<file path="src/design/three_wire_serial_master_assert.svh">
// assertion macros for the three-wire serial master
`ifndef THREE_WIRE_SERIAL_MASTER_ASSERT_SVH
`define THREE_WIRE_SERIAL_MASTER_ASSERT_SVH

`ifndef SYNTHESIS

// condition must hold in the same cycle as the trigger
`define TWS_ASSERT_SAME(lbl, clk_s, rst_s, ante, cons) \
  lbl: assert property (@(posedge clk_s) disable iff (rst_s) (ante) |-> (cons)) \
    else $error("assertion failed");

// condition must hold in the cycle after the trigger
`define TWS_ASSERT_NEXT(lbl, clk_s, rst_s, ante, cons) \
  lbl: assert property (@(posedge clk_s) disable iff (rst_s) (ante) |=> (cons)) \
    else $error("assertion failed");

`else

`define TWS_ASSERT_SAME(lbl, clk_s, rst_s, ante, cons)
`define TWS_ASSERT_NEXT(lbl, clk_s, rst_s, ante, cons)

`endif

`endif

</file>
<file path="src/design/tws_pkg.sv">
// shared types and constants for the three-wire serial master
package tws_pkg;

  localparam int HalfWidth = 10;
  localparam logic [HalfWidth-1:0] HALF_RESET = 10'd10;

  localparam logic [2:0] OP_TICK  = 3'd0;
  localparam logic [2:0] OP_BEGIN = 3'd1;
  localparam logic [2:0] OP_WRITE = 3'd2;
  localparam logic [2:0] OP_READ  = 3'd3;
  localparam logic [2:0] OP_END   = 3'd4;

  typedef enum logic [2:0] {
    M_IDLE    = 3'd0,
    M_FRAME   = 3'd1,
    M_WR_LOW  = 3'd2,
    M_WR_HIGH = 3'd3,
    M_RD_HIGH = 3'd4,
    M_RD_LOW  = 3'd5
  } mode_t;

  typedef struct packed {
    logic [2:0] op;
    logic [7:0] byte_in;
    logic       sda_in;
  } req_t;

  typedef struct packed {
    logic       sclk;
    logic       ce;
    logic       sda_out;
    logic       sda_drive;
    logic       busy_res;
    logic       byte_done;
    logic [7:0] read_byte;
    logic       rejected;
  } res_t;

  typedef struct packed {
    mode_t                mode;
    logic [3:0]           bit_index;
    logic [HalfWidth-1:0] half_timer;
    logic [7:0]           shifter;
    logic                 clock_level;
    logic                 enable_level;
    logic                 data_level;
    logic                 drive_enable;
    logic [7:0]           last_read;
  } state_t;

  function automatic logic is_busy(mode_t m);
    return (m == M_WR_LOW) || (m == M_WR_HIGH) || (m == M_RD_HIGH) || (m == M_RD_LOW);
  endfunction

endpackage

</file>
<file path="src/design/tws_step.sv">
// next-state and result logic for one tick of the serial master
module tws_step import tws_pkg::*; (
  input  state_t               st,
  input  req_t                 req,
  input  logic [HalfWidth-1:0] half_period,
  output state_t               st_next,
  output res_t                 res
);

  logic [HalfWidth-1:0] per;
  logic                 done;
  logic                 rej;
  logic                 last_bit;

  always_comb begin
    per      = (half_period == '0) ? {{(HalfWidth-1){1'b0}}, 1'b1} : half_period;
    st_next  = st;
    done     = 1'b0;
    rej      = 1'b0;
    last_bit = (st.bit_index >= 4'd7);

    if (is_busy(st.mode)) begin
      if (req.op >= OP_BEGIN && req.op <= OP_END) begin
        rej = 1'b1;
      end
      if (st.half_timer > {{(HalfWidth-1){1'b0}}, 1'b1}) begin
        st_next.half_timer = st.half_timer - {{(HalfWidth-1){1'b0}}, 1'b1};
      end else begin
        st_next.half_timer = '0;
        unique case (st.mode)
          M_WR_LOW: begin
            st_next.clock_level = 1'b1;
            st_next.mode        = M_WR_HIGH;
            st_next.half_timer  = per;
          end
          M_WR_HIGH: begin
            st_next.shifter   = {1'b0, st.shifter[7:1]};
            st_next.bit_index = st.bit_index + 4'd1;
            if (last_bit) begin
              st_next.mode = M_FRAME;
              done         = 1'b1;
            end else begin
              st_next.data_level  = st.shifter[1];
              st_next.clock_level = 1'b0;
              st_next.mode        = M_WR_LOW;
              st_next.half_timer  = per;
            end
          end
          M_RD_HIGH: begin
            st_next.clock_level = 1'b0;
            st_next.mode        = M_RD_LOW;
            st_next.half_timer  = per;
          end
          M_RD_LOW: begin
            // sampled bit enters at the top, lsb-first assembly
            st_next.shifter   = {req.sda_in, st.shifter[7:1]};
            st_next.bit_index = st.bit_index + 4'd1;
            if (last_bit) begin
              st_next.last_read = {req.sda_in, st.shifter[7:1]};
              st_next.mode      = M_FRAME;
              done              = 1'b1;
            end else begin
              st_next.clock_level = 1'b1;
              st_next.mode        = M_RD_HIGH;
              st_next.half_timer  = per;
            end
          end
          default: begin
          end
        endcase
      end
    end else begin
      case (req.op)
        OP_BEGIN, OP_WRITE: begin
          if (req.op == OP_BEGIN || st.mode == M_FRAME) begin
            if (req.op == OP_BEGIN) begin
              st_next.enable_level = 1'b1;
            end
            st_next.shifter      = req.byte_in;
            st_next.bit_index    = 4'd0;
            st_next.drive_enable = 1'b1;
            st_next.data_level   = req.byte_in[0];
            st_next.clock_level  = 1'b0;
            st_next.mode         = M_WR_LOW;
            st_next.half_timer   = per;
          end else begin
            rej = 1'b1;
          end
        end
        OP_READ: begin
          if (st.mode == M_FRAME) begin
            st_next.shifter      = 8'd0;
            st_next.bit_index    = 4'd0;
            st_next.drive_enable = 1'b0;
            st_next.clock_level  = 1'b1;
            st_next.mode         = M_RD_HIGH;
            st_next.half_timer   = per;
          end else begin
            rej = 1'b1;
          end
        end
        OP_END: begin
          st_next.clock_level  = 1'b1;
          st_next.enable_level = 1'b0;
          st_next.drive_enable = 1'b0;
          st_next.mode         = M_IDLE;
          done                 = 1'b1;
        end
        default: begin
        end
      endcase
    end

    res.sclk      = st_next.clock_level;
    res.ce        = st_next.enable_level;
    res.sda_out   = st_next.data_level;
    res.sda_drive = st_next.drive_enable;
    res.busy_res  = is_busy(st_next.mode);
    res.byte_done = done;
    res.read_byte = st_next.last_read;
    res.rejected  = rej;
  end

endmodule

</file>
<file path="src/design/three_wire_serial_master.sv">
// top level of the tick-driven three-wire serial master
// - each request on the in channel is one tick of the pin sequencer; it may
//   carry an op (begin frame with command byte, write byte, read byte, end
//   frame) or just advance time
// - every request yields exactly one result on the out channel holding the
//   line levels after that tick, busy, byte_done, the last read byte and a
//   rejected flag
// - both channels use valid/stall; a request is taken when in_valid is high
//   and in_stall is low, a result when out_valid is high and out_stall is low
// - the result is registered: the result of a request taken at one edge is on
//   out_data from the next cycle on
// - throughput is one request per cycle unless a result waits under out_stall;
//   a tick is one pass of the step logic, sequencer state to result register
// - when the receiver stalls, the result register holds; a new request is
//   still taken in the cycle the held result drains, so in_stall only rises
//   while a result waits under out_stall
// - reset (synchronous, active high) idles the sequencer with clock high,
//   chip enable low, data line released, and half period back to 10 ticks
// - cfg_wdata is written to the half period on any edge with cfg_wen high;
//   it takes effect when the next clock phase is loaded
`include "three_wire_serial_master_assert.svh"

module three_wire_serial_master import tws_pkg::*; (
  input  logic                 clk,
  input  logic                 rst,
  input  logic                 cfg_wen,
  input  logic [HalfWidth-1:0] cfg_wdata,
  input  logic                 in_valid,
  output logic                 in_stall,
  input  req_t                 in_data,
  output logic                 out_valid,
  input  logic                 out_stall,
  output res_t                 out_data
);

  // sequencer state and half-period setting
  state_t               st;
  state_t               st_next;
  logic [HalfWidth-1:0] half_period;
  res_t                 res;
  logic                 in_take;

  // result slot is free when empty or draining this cycle
  assign in_stall = out_valid & out_stall;
  assign in_take  = in_valid & ~in_stall;

  tws_step u_step (
    .st          (st),
    .req         (in_data),
    .half_period (half_period),
    .st_next     (st_next),
    .res         (res)
  );

  // configuration register
  always_ff @(posedge clk) begin
    if (rst) begin
      half_period <= HALF_RESET;
    end else if (cfg_wen) begin
      half_period <= cfg_wdata;
    end
  end

  // sequencer state advances only on a taken request
  always_ff @(posedge clk) begin
    if (rst) begin
      st.mode         <= M_IDLE;
      st.bit_index    <= 4'd0;
      st.half_timer   <= '0;
      st.shifter      <= 8'd0;
      st.clock_level  <= 1'b1;
      st.enable_level <= 1'b0;
      st.data_level   <= 1'b0;
      st.drive_enable <= 1'b0;
      st.last_read    <= 8'd0;
    end else if (in_take) begin
      st <= st_next;
    end
  end

  // result register
  always_ff @(posedge clk) begin
    if (rst) begin
      out_valid <= 1'b0;
    end else if (in_take) begin
      out_valid <= 1'b1;
    end else if (!out_stall) begin
      out_valid <= 1'b0;
    end
  end

  always_ff @(posedge clk) begin
    if (in_take) begin
      out_data <= res;
    end
  end

  // a shift phase always has time left on its timer
  `TWS_ASSERT_SAME(a_busy_timer, clk, rst, is_busy(st.mode), st.half_timer != '0)
  // a byte in flight never runs past its last bit
  `TWS_ASSERT_SAME(a_busy_bits, clk, rst, is_busy(st.mode), st.bit_index < 4'd8)
  // shifting only happens inside a frame
  `TWS_ASSERT_SAME(a_enable_frame, clk, rst, !st.enable_level, st.mode == M_IDLE)
  // the data line is released while reading
  `TWS_ASSERT_SAME(a_read_release, clk, rst,
    st.mode == M_RD_HIGH || st.mode == M_RD_LOW, !st.drive_enable)
  // a taken end request leaves the lines idle
  `TWS_ASSERT_NEXT(a_end_idle, clk, rst, in_take && in_data.op == OP_END && !is_busy(st.mode),
    st.mode == M_IDLE && st.clock_level && out_valid && out_data.byte_done)

endmodule

</file>
<file path="config.mk">
export PLATFORM = sky130hd
export DESIGN_NAME = three_wire_serial_master
export DESIGN_NICKNAME = d
export VERILOG_FILES = /design/src/design/tws_pkg.sv /design/src/design/tws_step.sv /design/src/design/three_wire_serial_master.sv
export VERILOG_INCLUDE_DIRS = /design/src /design/src/design
export SDC_FILE = /design/constraint.sdc
export NUM_CORES = 1
export LEC_CHECK = 0
export BUFFER_PORTS_ARGS = -buffer_cell sky130_fd_sc_hd__buf_2
export CAP_MARGIN = 20
export CORE_MARGIN = 2
export CORE_UTILIZATION = 30
export CTS_CLUSTER_DIAMETER = 40
export DETAILED_ROUTE_END_ITERATION = 7
export SLEW_MARGIN = 20
export SYNTH_ARGS = -nofsm -noshare
export SYNTH_HDL_FRONTEND = slang
export SYNTH_SLANG_ARGS = --single-unit
export TNS_END_PERCENT = 5
</file>
<file path="constraint.sdc">
create_clock -name clk -period 2.83 [get_ports clk]
set_input_delay 0.4245 -clock clk [delete_from_list [all_inputs] [get_ports clk]]
set_output_delay 0.4245 -clock clk [all_outputs]
set_load 0.005 [all_outputs]
</file>
== Word level (Yosys, flattened, before mapping) ==
Cells that the tools add are included.
Word-level totals
  register bits: 63
  input bits: 27
Cells by class
  add/sub/neg operators: 2
  $lt $le $gt $ge: 4
  equality and inequality tests: 19
  muxes and demuxes: 47
  bitwise gates (word level): 3
  reduce and logical (&&, ||, !) cells: 16
Operators with widths (count)
  $mux W26: 2
  $pmux W22 S2: 1
  $mux W8: 4
  $mux W10: 3
  $mux W29: 1
  $mux W1: 22
  $pmux W10 S2: 1
  $eq A3 B2 Y1 const B: 6
  $pmux W8 S2: 1
  $eq A3 B3 Y1 const B: 5
  $pmux W3 S4: 1
  $reduce_and A6 Y1: 2
  $gt A10 B1 Y1 const B: 1
  $logic_not A10 Y1: 1
  $sub A10 B1 Y10 const B: 1
  $mux W9: 1
  $ne A3 B1 Y1 const B: 3
  $pmux W3 S3: 1
  $logic_or A1 B1 Y1: 7
  $mux W7: 1
  $eq A3 B1 Y1 const B: 2
  $pmux W1 S3: 2
  $reduce_or A2 Y1: 3
  $add A4 B1 Y4 const B: 1
  other kinds (15): 18

== Logic depth before layout (Yosys ltp) ==
Gate-level depths: netlist of run 1.
  word-level depth: 10
  depth in mapped cells: 9

== Modules after synthesis ==
From an unflattened synthesis of run 1, not the netlist that was laid out.
Second synthesis, totals
  cell total of the unflattened synthesis: 450
  area total of the unflattened synthesis: 3988.8 sq um
By module, submodules not included
  three_wire_serial_master: instances 1, cells each 212, area an instance 2507.4 sq um, seq. area each 1411.4 sq um
  tws_step: instances 1, cells each 238, area an instance 1481.4 sq um, seq. area each 0.0 sq um

== Worst setup path after synthesis of run 1 ==
Ideal clock, no wire load.
  path type: input to register
  start point: input out_stall
  end point: register st[7] (netlist name)
  data arrival time: 2288 ps
  path slack: 414 ps
  stages: 7
  cells stage by stage: and2_1 nand2b_1 inv_1 clkbuf_1 nand3_1 mux2i_1 nor2_1
On the way
  word-level cells in the longest chain between the ends: 3
Ends and longest elaborated chain
  start, declared: RTL line three_wire_serial_master.sv:32  | input logic out_stall,
  $and A1 B1 Y1: RTL line three_wire_serial_master.sv:44  | assign in_stall = out_valid & out_stall;
  $not A1 Y1: RTL line three_wire_serial_master.sv:45  | assign in_take = in_valid & ~in_stall;
  $and A1 B1 Y1: RTL line three_wire_serial_master.sv:45
  via in_take: RTL line three_wire_serial_master.sv:41  | logic in_take;
The timed path passes the listed nets, and every way through them passes these cells.
A chain may end at the register's enable or synchronous reset.

==> results of run 1 <==
==> per-stage QoR <==
step | cells | setup WS (ns) | area (um2)
6_report | 535 | 0.526 | 3820
5_1_grt | 535 | 0.352 | 3820
4_1_cts | 535 | 0.544 | 3820
3_5_place_dp | 519 | 0.552 | 3590
3_3_place_gp | 519 | 0.591 | 3590
2_1_floorplan | 355 | 0.414 | 3240
==> worst paths after layout <==
| path | slack (ns) | start | endpoint |
|---|---|---|---|
| worst min register to register | 0.48 | st[31] | st[31] |
| worst min-delay path | 0.28 | cfg_wdata[1] | half_period[1] |
| worst max-delay path | 0.53 | st[24] | out_data[5] |
| worst max register to register | 0.53 | st[24] | out_data[5] |
==> cell usage in the layout, fill, tap and decap left out, types with 4 or more instances in the layout <==
cell       n
a21oi_1   24
a221oi_1   9
a311oi_1   4
buf_2     43
buf_4      8
clkbuf_8   9
dfxtp_1   47
edfxtp_1  15
inv_1     10
mux2_2     9
mux2i_1   18
nand2_1   14
nand3_1   10
nand4_1    4
nor2_1    49
nor2b_1    4
nor3_1    13
nor4_1     6
o21ai_0   24
o31ai_1    4
==> routing by layer <==
metal	share of wire (%)	vias to the layer above	global-route usage [%]	wire, um
li1	-	1415	-	-
met1	48	1304	18.8	3710
met2	46	59	22.7	3570
met3	4.5	11	3.68	351
met4	1.5	0	4.95	113
met5	0	-	0	0
==> registers in the layout, summed over array words and instances, names as in the netlist <==
| name | cells |
|---|---|
| out_data | 15 |
| out_valid | 1 |
| st | 36 |
| half_period | 10 |
==> critical path: cells and delay by family, from the launching register on <==
family	cells	cell delay, ns
flip-flops	1	0.36
multiplexers	1	0.34
AND/OR/NAND/NOR	3	1.36
==> area by class of cell <==
type                            instances  area, um2  area share [%]
Clock buffer                            9        124            3.25
Inverter                               10       37.5           0.984
Timing Repair Buffer                   51        275            7.21
Clock inverter                          7        105            2.75
Sequential cell                        62       1390            36.5
Multi-Input combinational cell        260       1710            44.9
Tap cell                              136        170            4.46
==> power by group through the flow <==
stage          combinational [uW]  clock, uW  sequential [uW]
4_1_cts                       270        928              973
6_report                      270        901              973
3_5_place_dp                  269          0              993
5_1_grt                       303        971              978
3_3_place_gp                  265          0              992
2_1_floorplan                 193          0              983
==> cells by family after synthesis <==
family | Yosys count | synth area share [%]
multiplexers | 27 | 8.68
buffers and inverters | 33 | 4.28
flip-flops | 62 | 42.9
AND/OR/NAND/NOR | 130 | 21.6
XOR/XNOR | 4 | 1.08
adder cells (fa/ha/maj) | 3 | 1.16
AO/OA/AOI/OAI | 96 | 20.3
==> results.toml, run 1 <==
[timing]
rsz0062_at_grt = "false"
holdWs_ns = 0.283
relSlewSlack_pct = 56.0
setup-violations-final = 0
period_needed_ns = 2.30
finalHoldViolCount = 0
skew_ns = 0.00938
setup-tns-final_ns = 0
clock.fmax_mhz = 434
period_share_pct = 81.4
worst_pin_slew_ns = 0.655
drv_slew = 0

[yosys]
postSynthAreaPerCell_um2 = 9.14
syn-instance-count = 355
synth_area_leaders = "dfxtp_1, edfxtp_1, nor2_1"
ys_seq_area_share_pct = 42.9
yosysTopAreaCell = "dfxtp_1"
synthFlopType = "dfxtp_1"
synth_top_area_share_pct = 29.0
synth_top_cells_by_count = "nor2_1, dfxtp_1, a21oi_1, o21ai_0, mux2i_1"
synth_area_um2 = 3240
postSynth.asyncResetShare_pct = 0
syn-num-nets = 385
synth_edf_count = 15
yosysUniqueCellTypes = 64
synth-seq-cells = 62
yosysMostFrequentCell = "nor2_1"
ys_warn_count = 0

[global_route]
grt_overflow = 0
grtUsageTotal_pct = 14.3
grt_start_max_net_pins = 32
antenna_found_initial = 0
grt_pass1_vias = 2639
grt_first_pass_wirelength_um = 13100

[critical_path]
cp_max_fo = 8
path_class = "reg -> reg"
worstPathRequired_ns = 2.93
crit_chain = "or3_1, nor4_4, nand3_4, mux2_2"
arrival_ns = 2.40
crit_slowest_cell = "nor4_4"
cp-start-kind = "register"
endpoint_kind = "register"
worst-r2r-cell-count = 4
cpPeakStageDelay_ns = 0.60

[cells_and_area]
nNetsFinal = 424
finish.utilization_pct = 36.6
nFillCells = 1054
areaGrowthSynthToFinish_pct = 17.7
drive_above_1_share_pct = 22.1
diodes = 0

[routing]
drt_iter0_drc = 185
dr.pass1.iters = 4
drtAntennaViolNets = 0
dr_total_vias = 2789
drc = 0
wl_um = 7740
vias_per_cell = 5.21
wl_per_cell_um = 14.5

[cts]
h-tree-depth = 3
ctsResizeCount = 0
cts_hold_buf = 0
clock_path_buffers = 2
cts_tree = "yes"
postCtsSetupBuffers = 0
cts_root_buf = "clkbuf_8"
cts.sinks = 62
path_clk_slew_ns = 0.07
insertion_delay_ns = 0.35
numCtsBuffers = 9

[place]
dp_hpwl_um = 5510
io_buffers = 43
finalWeightedCongestion = 0.857

[pwr]
combPwrFrac_pct = 12.6
p_switching_uw = 585
switching_share_pct = 27.3
total_power_uw = 2140
power_density_nw_per_um2 = 562
seq_power_share_pct = 45.4
irDropWorstVdd_mv = 0.259
leakage_uw = 0.00150
p_int_uw = 1560
clock_power_share_pct = 42.0

[floorplanning]
initial_utilization_pct = 31.1
dieWidth_um = 108
die-area_um2 = 11700
ioPinCount = 44
die_h_um = 108
floorplan.core_area_um2 = 10400
rows = 37

[min_path]
hold_class = "in -> reg"
hold_depth = 2

[run]
maxCapViolCount = 0

[run_status]
outcome = "complete, no violations"
(Power assumes the default switching activity.)
==> inputs of run 2 (changes only) <==
Settings changed: ABC_AREA set to 1.
Clock period 2.83 ns to 2 ns, I/O delays scaled along.
==> results.toml, run 2 <==
[floorplanning]
dieWidth_um = 112
floorplan.core_area_um2 = 11400
rows = 39
initial_utilization_pct = 30.9
die-area_um2 = 12600
die_h_um = 112
ioPinCount = 44

[cells_and_area]
final_area_um2 = 4240
drive_above_1_share_pct = 16.6
nNetsFinal = 617
largest_register_ffs = 36
largest_register = "st"
mostFrequentLayoutCell = "nand2_1"
finish.utilization_pct = 37.1
final_cell_mix = "nand2_1, nor2_1, nand3_1"
reg_top3 = "st x36, out_data x15, half_period x10"
areaGrowthSynthToFinish_pct = 20.3
diodes = 0

[yosys]
synth_edf_count = 15
synthFlopType = "dfxtp_1"
ys_seq_area_share_pct = 39.5
synth_top_cells_by_count = "nand2_1, nor2_1, nand3_1, inv_1, dfxtp_1"
postSynth.asyncResetShare_pct = 0
ys_warn_count = 0
yosysUniqueCellTypes = 32
postSynthAreaPerCell_um2 = 6.62
synth_area_um2 = 3520
yosysTopAreaCell = "dfxtp_1"
yosysMostFrequentCell = "nand2_1"
synth_area_leaders = "dfxtp_1, nand2_1, edfxtp_1"
syn-instance-count = 532
synth-seq-cells = 62
synth_top_area_share_pct = 26.7
syn-num-nets = 562

[global_route]
grtUsageTotal_pct = 14.6
grt_overflow = 0
grt_first_pass_wirelength_um = 15200
grt_start_max_net_pins = 34
antenna_found_initial = 0
grt_pass1_vias = 3309

[critical_path]
path_class = "reg -> reg"
cp-start-kind = "register"
arrival_ns = 1.95
worstPathRequired_ns = 2.09
cp_max_fo = 6
endpoint_kind = "register"

[routing]
dr_total_vias = 3498
dr.pass1.iters = 5
drtAntennaViolNets = 0
vias_per_cell = 4.76
wl_per_cell_um = 12.0
drc = 0
wl_um = 8810
drt_iter0_drc = 221

[timing]
rsz0062_at_grt = "true"
setup_ws_ns = 0.137
period_needed_ns = 1.86
finalHoldViolCount = 0
skew_ns = 0.00802
clock.fmax_mhz = 537
drv_slew = 0
relSlewSlack_pct = 51.6
worst_pin_slew_ns = 0.726
period_share_pct = 93.2
setup-violations-final = 0

[cts]
clock_path_buffers = 2
cts_root_buf = "clkbuf_16"
path_clk_slew_ns = 0.06
cts_tree = "yes"
h-tree-depth = 3
cts.sinks = 62
postCtsSetupBuffers = 0
numCtsBuffers = 9
cts_hold_buf = 0
insertion_delay_ns = 0.33

[pwr]
irDropWorstVdd_mv = 0.386
power_density_nw_per_um2 = 910
leakage_uw = 0.00214

[place]
io_buffers = 43
placed_area_um2 = 3950
finalWeightedCongestion = 0.851
dpl_worst_slack_ns = 0.0982
dp_hpwl_um = 6390

[min_path]
hold_class = "in -> reg"

[run]
maxCapViolCount = 0

[run_status]
outcome = "complete, no violations"
run 2: kinds of logic after synthesis:
| family | synth area share, % |
|---|---|
| adder cells (fa/ha/maj) | 1.07 |
| AO/OA/AOI/OAI | 10.8 |
| buffers and inverters | 9.66 |
| flip-flops | 39.5 |
| AND/OR/NAND/NOR | 39.0 |
run 2: layout make-up:
type,instances,area (um2)
fillers,1224,7180
multi-input cells,393,1800
flip-flops and latches,62,1390
repair buffers,59,348
inverters,62,241
clock buffers,9,225
well taps,143,179
clock inverters,7,50.0
run 2: stage by stage:
stage          hold slack (ns)  setup TNS (ns)  std cells  total power (uW)
6_report                 0.180               0        735              3860
3_3_place_gp             0.473               0        719              2410
3_5_place_dp             0.489               0        719              2430
4_1_cts                  0.176               0        735              3880
5_1_grt                  0.187          -0.136        735              4100
2_1_floorplan            0.422               0        532              2160
run 2: worst paths after layout:
path | from | end | slack, ns | cells after the start
max reg2reg | st[36] | out_data[10] | 0.14 | 8
min reg2reg | st[31] | st[31] | 0.49 | 2
min | cfg_wdata[1] | half_period[1] | 0.18 | 3
max | st[36] | out_data[10] | 0.14 | 8
run 2: power breakdown:
group / internal (uW) / total, uW / switching (uW) / leakage [uW]
Combinational: 350 / 945 / 595 / 0.00146
Clock: 841 / 1440 / 598 / 0.000140
Sequential: 1400 / 1470 / 70.3 / 0.000537
Total: 2590 / 3860 / 1260 / 0.00214
run 2: critical path: stages, from the launching register on:
cell and delay [ns]:
dfxtp_1 0.37, inv_2 0.12, nand3_1 0.21, nand3_4 0.18, buf_4 0.20, o21ai_0 0.11
or2_2 0.31, nand3b_1 0.08, nand2_1 0.05
run 2: routing by layer:
metal	track usage (%)	wire length (um)	up-vias
li1	-	-	1815
met3	3.19	551	13
met4	5.20	150	0
met1	19.1	4140	1559
met5	0	0	-
met2	24.0	3970	111
run 2: repair_timing:
action                     CTS  global route
hold endpoints to repair     0             0
resized for setup            0             5
setup endpoints to repair    0            21
==> inputs of run 3 (changes only) <==
Settings changed: CELL_PAD_IN_SITES_DETAIL_PLACEMENT set to 0, CELL_PAD_IN_SITES_GLOBAL_PLACEMENT set to 1, PLACE_DENSITY_LB_ADDON set to 0.1.
==> results.toml, run 3 (synthesis gave the netlist of run 2 again) <==
[global_route]
antenna_found_initial = 0
grt_start_max_net_pins = 39
grt_overflow = 0
grt_first_pass_wirelength_um = 16900
grtUsageTotal_pct = 17.0
grt_pass1_vias = 3276

[pwr]
p_switching_uw = 1270
switching_share_pct = 30.3
p_int_uw = 2930
seq_power_share_pct = 35.2
clock_power_share_pct = 41.6
total_power_uw = 4200
power_density_nw_per_um2 = 963
combPwrFrac_pct = 23.2
leakage_uw = 0.00220
irDropWorstVdd_mv = 0.393

[cells_and_area]
reg_top3 = "st x36, out_data x15, half_period x10"
nFillCells = 1273
areaGrowthSynthToFinish_pct = 23.7
seqCellArea_um2 = 1390
nNetsFinal = 624
largest_register = "st"
final_cell_mix = "nand2_1, nor2_1, nand3_1"
multiInputGateArea_um2 = 1790
drive_above_1_share_pct = 17.4
diodes = 0
finalNonFillerCells = 742
mostFrequentLayoutCell = "nand2_1"
largest_register_ffs = 36

[run]
maxCapViolCount = 0

[place]
dp_hpwl_um = 7210
io_buffers = 43
dp_cells = 726
finalWeightedCongestion = 0.831

[routing]
wl_um = 10100
dr.pass1.iters = 5
drt_iter0_drc = 191
drtAntennaViolNets = 0
drc = 0
wl_per_cell_um = 13.6
dr_total_vias = 3454
vias_per_cell = 4.65

[min_path]
hold_class = "in -> reg"

[floorplanning]
dieWidth_um = 112
rows = 39
die_h_um = 112
initial_utilization_pct = 30.9
floorplan.core_area_um2 = 11400
die-area_um2 = 12600
ioPinCount = 44

[timing]
drv_slew = 0
rsz0062_at_grt = "true"
period_needed_ns = 1.88
finalHoldViolCount = 0
worst_pin_slew_ns = 0.366
clock.fmax_mhz = 532
setup-violations-final = 0
relSlewSlack_pct = 75.4
period_share_pct = 94.0
skew_ns = 0.00908

[cts]
insertion_delay_ns = 0.34
h-tree-depth = 3
cts.sinks = 62
cts_tree = "yes"
clock_path_buffers = 2
path_clk_slew_ns = 0.06
postCtsSetupBuffers = 0
numCtsBuffers = 9
cts_root_buf = "clkbuf_16"
cts_hold_buf = 0

[critical_path]
cp_max_fo = 8
crit_chain = "inv_1, ha_1, buf_4, o21ai_0, nor2_1, nand2_1, inv_1, nand3_2, inv_1, nand2_1, nand2_1"
arrival_ns = 1.97
crit_slowest_cell = "dfxtp_1"
worstPathRequired_ns = 2.09
cp-start-kind = "register"
path_class = "reg -> reg"
cpPeakStageDelay_ns = 0.37
endpoint_kind = "register"

[run_status]
outcome = "complete, no violations"
-- run 3: cell types whose count changed in the layout (fill, tap and decap cells not counted), moves of 2 or more --
| cell | delta |
|---|---|
| buf_4 | +5 |
| dfxtp_2 | +2 |
| clkbuf_1 | +2 |
| bufinv_16 | +2 |
| clkbuf_8 | +2 |
| clkinv_4 | -3 |
| clkinv_2 | -3 |
| dfxtp_1 | -2 |
| buf_12 | +2 |
-- run 3: through the flow --
step | hold WS, ns | util, % | setup WS (ns) | cell area [um2] | setup TNS (ns)
after floorplan | 0.422 | - | 0.235 | 3520 | 0
after global placement | 0.476 | 35.3 | 0.115 | 4030 | 0
after detailed placement | 0.484 | 35.3 | 0.0954 | 4030 | 0
after CTS | 0.166 | 38.1 | 0.0940 | 4350 | 0
after global routing | 0.177 | 38.2 | -0.0540 | 4360 | -0.343
final | 0.182 | 38.2 | 0.120 | 4360 | 0
-- run 3: worst paths after layout --
kind         cells after the start             end    startpoint  slack (ns)
max                             11     out_data[8]        st[20]        0.12
min                              3  half_period[3]  cfg_wdata[3]        0.18
max reg2reg                     11     out_data[8]        st[20]        0.12
min reg2reg                      2          st[31]        st[31]        0.49
-- run 3: final cells by class --
type,count,area share (%)
clock buffers,13,5.97
clock inverters,3,1.52
inverters,62,5.48
multi-input cells,393,41.2
flip-flops and latches,62,32.0
well taps,143,4.11
repair buffers,66,9.76
-- run 3: per-layer routing --
metal  GRT usage (%)  up-vias  wire (um)  part of all wire (%)
li1                -     1829          -                     -
met1            23.8     1547       5000                    50
met2            25.0       66       4400                    44
met3            4.91       12        440                   4.4
met4            6.10        0        229                   2.3
met5               0        -          0                     0
-- run 3: worst max-delay path: cells and delay by family (launching register included) --
kind	cells	cell delay, ns
and+or+nand+nor	5	0.44
AOI/OAI and AO/OA	1	0.15
buffers and inverters	4	0.45
DFF	1	0.37
adders and majority gates	1	0.21
-- run 3: power by group through the flow --
stage          Sequential, uW  Combinational, uW  Clock, uW
3_3_place_gp             1500                978          0
2_1_floorplan            1480                673          0
6_report                 1480                973       1750
5_1_grt                  1490               1120       1840
3_5_place_dp             1500                979          0
4_1_cts                  1480                984       1790
-- run 3: timing repair --
item	4_1_cts	5_1_grt
hold endpoints to repair	0	0
gates resized for setup	0	5
endpoints found under the setup margin	0	27
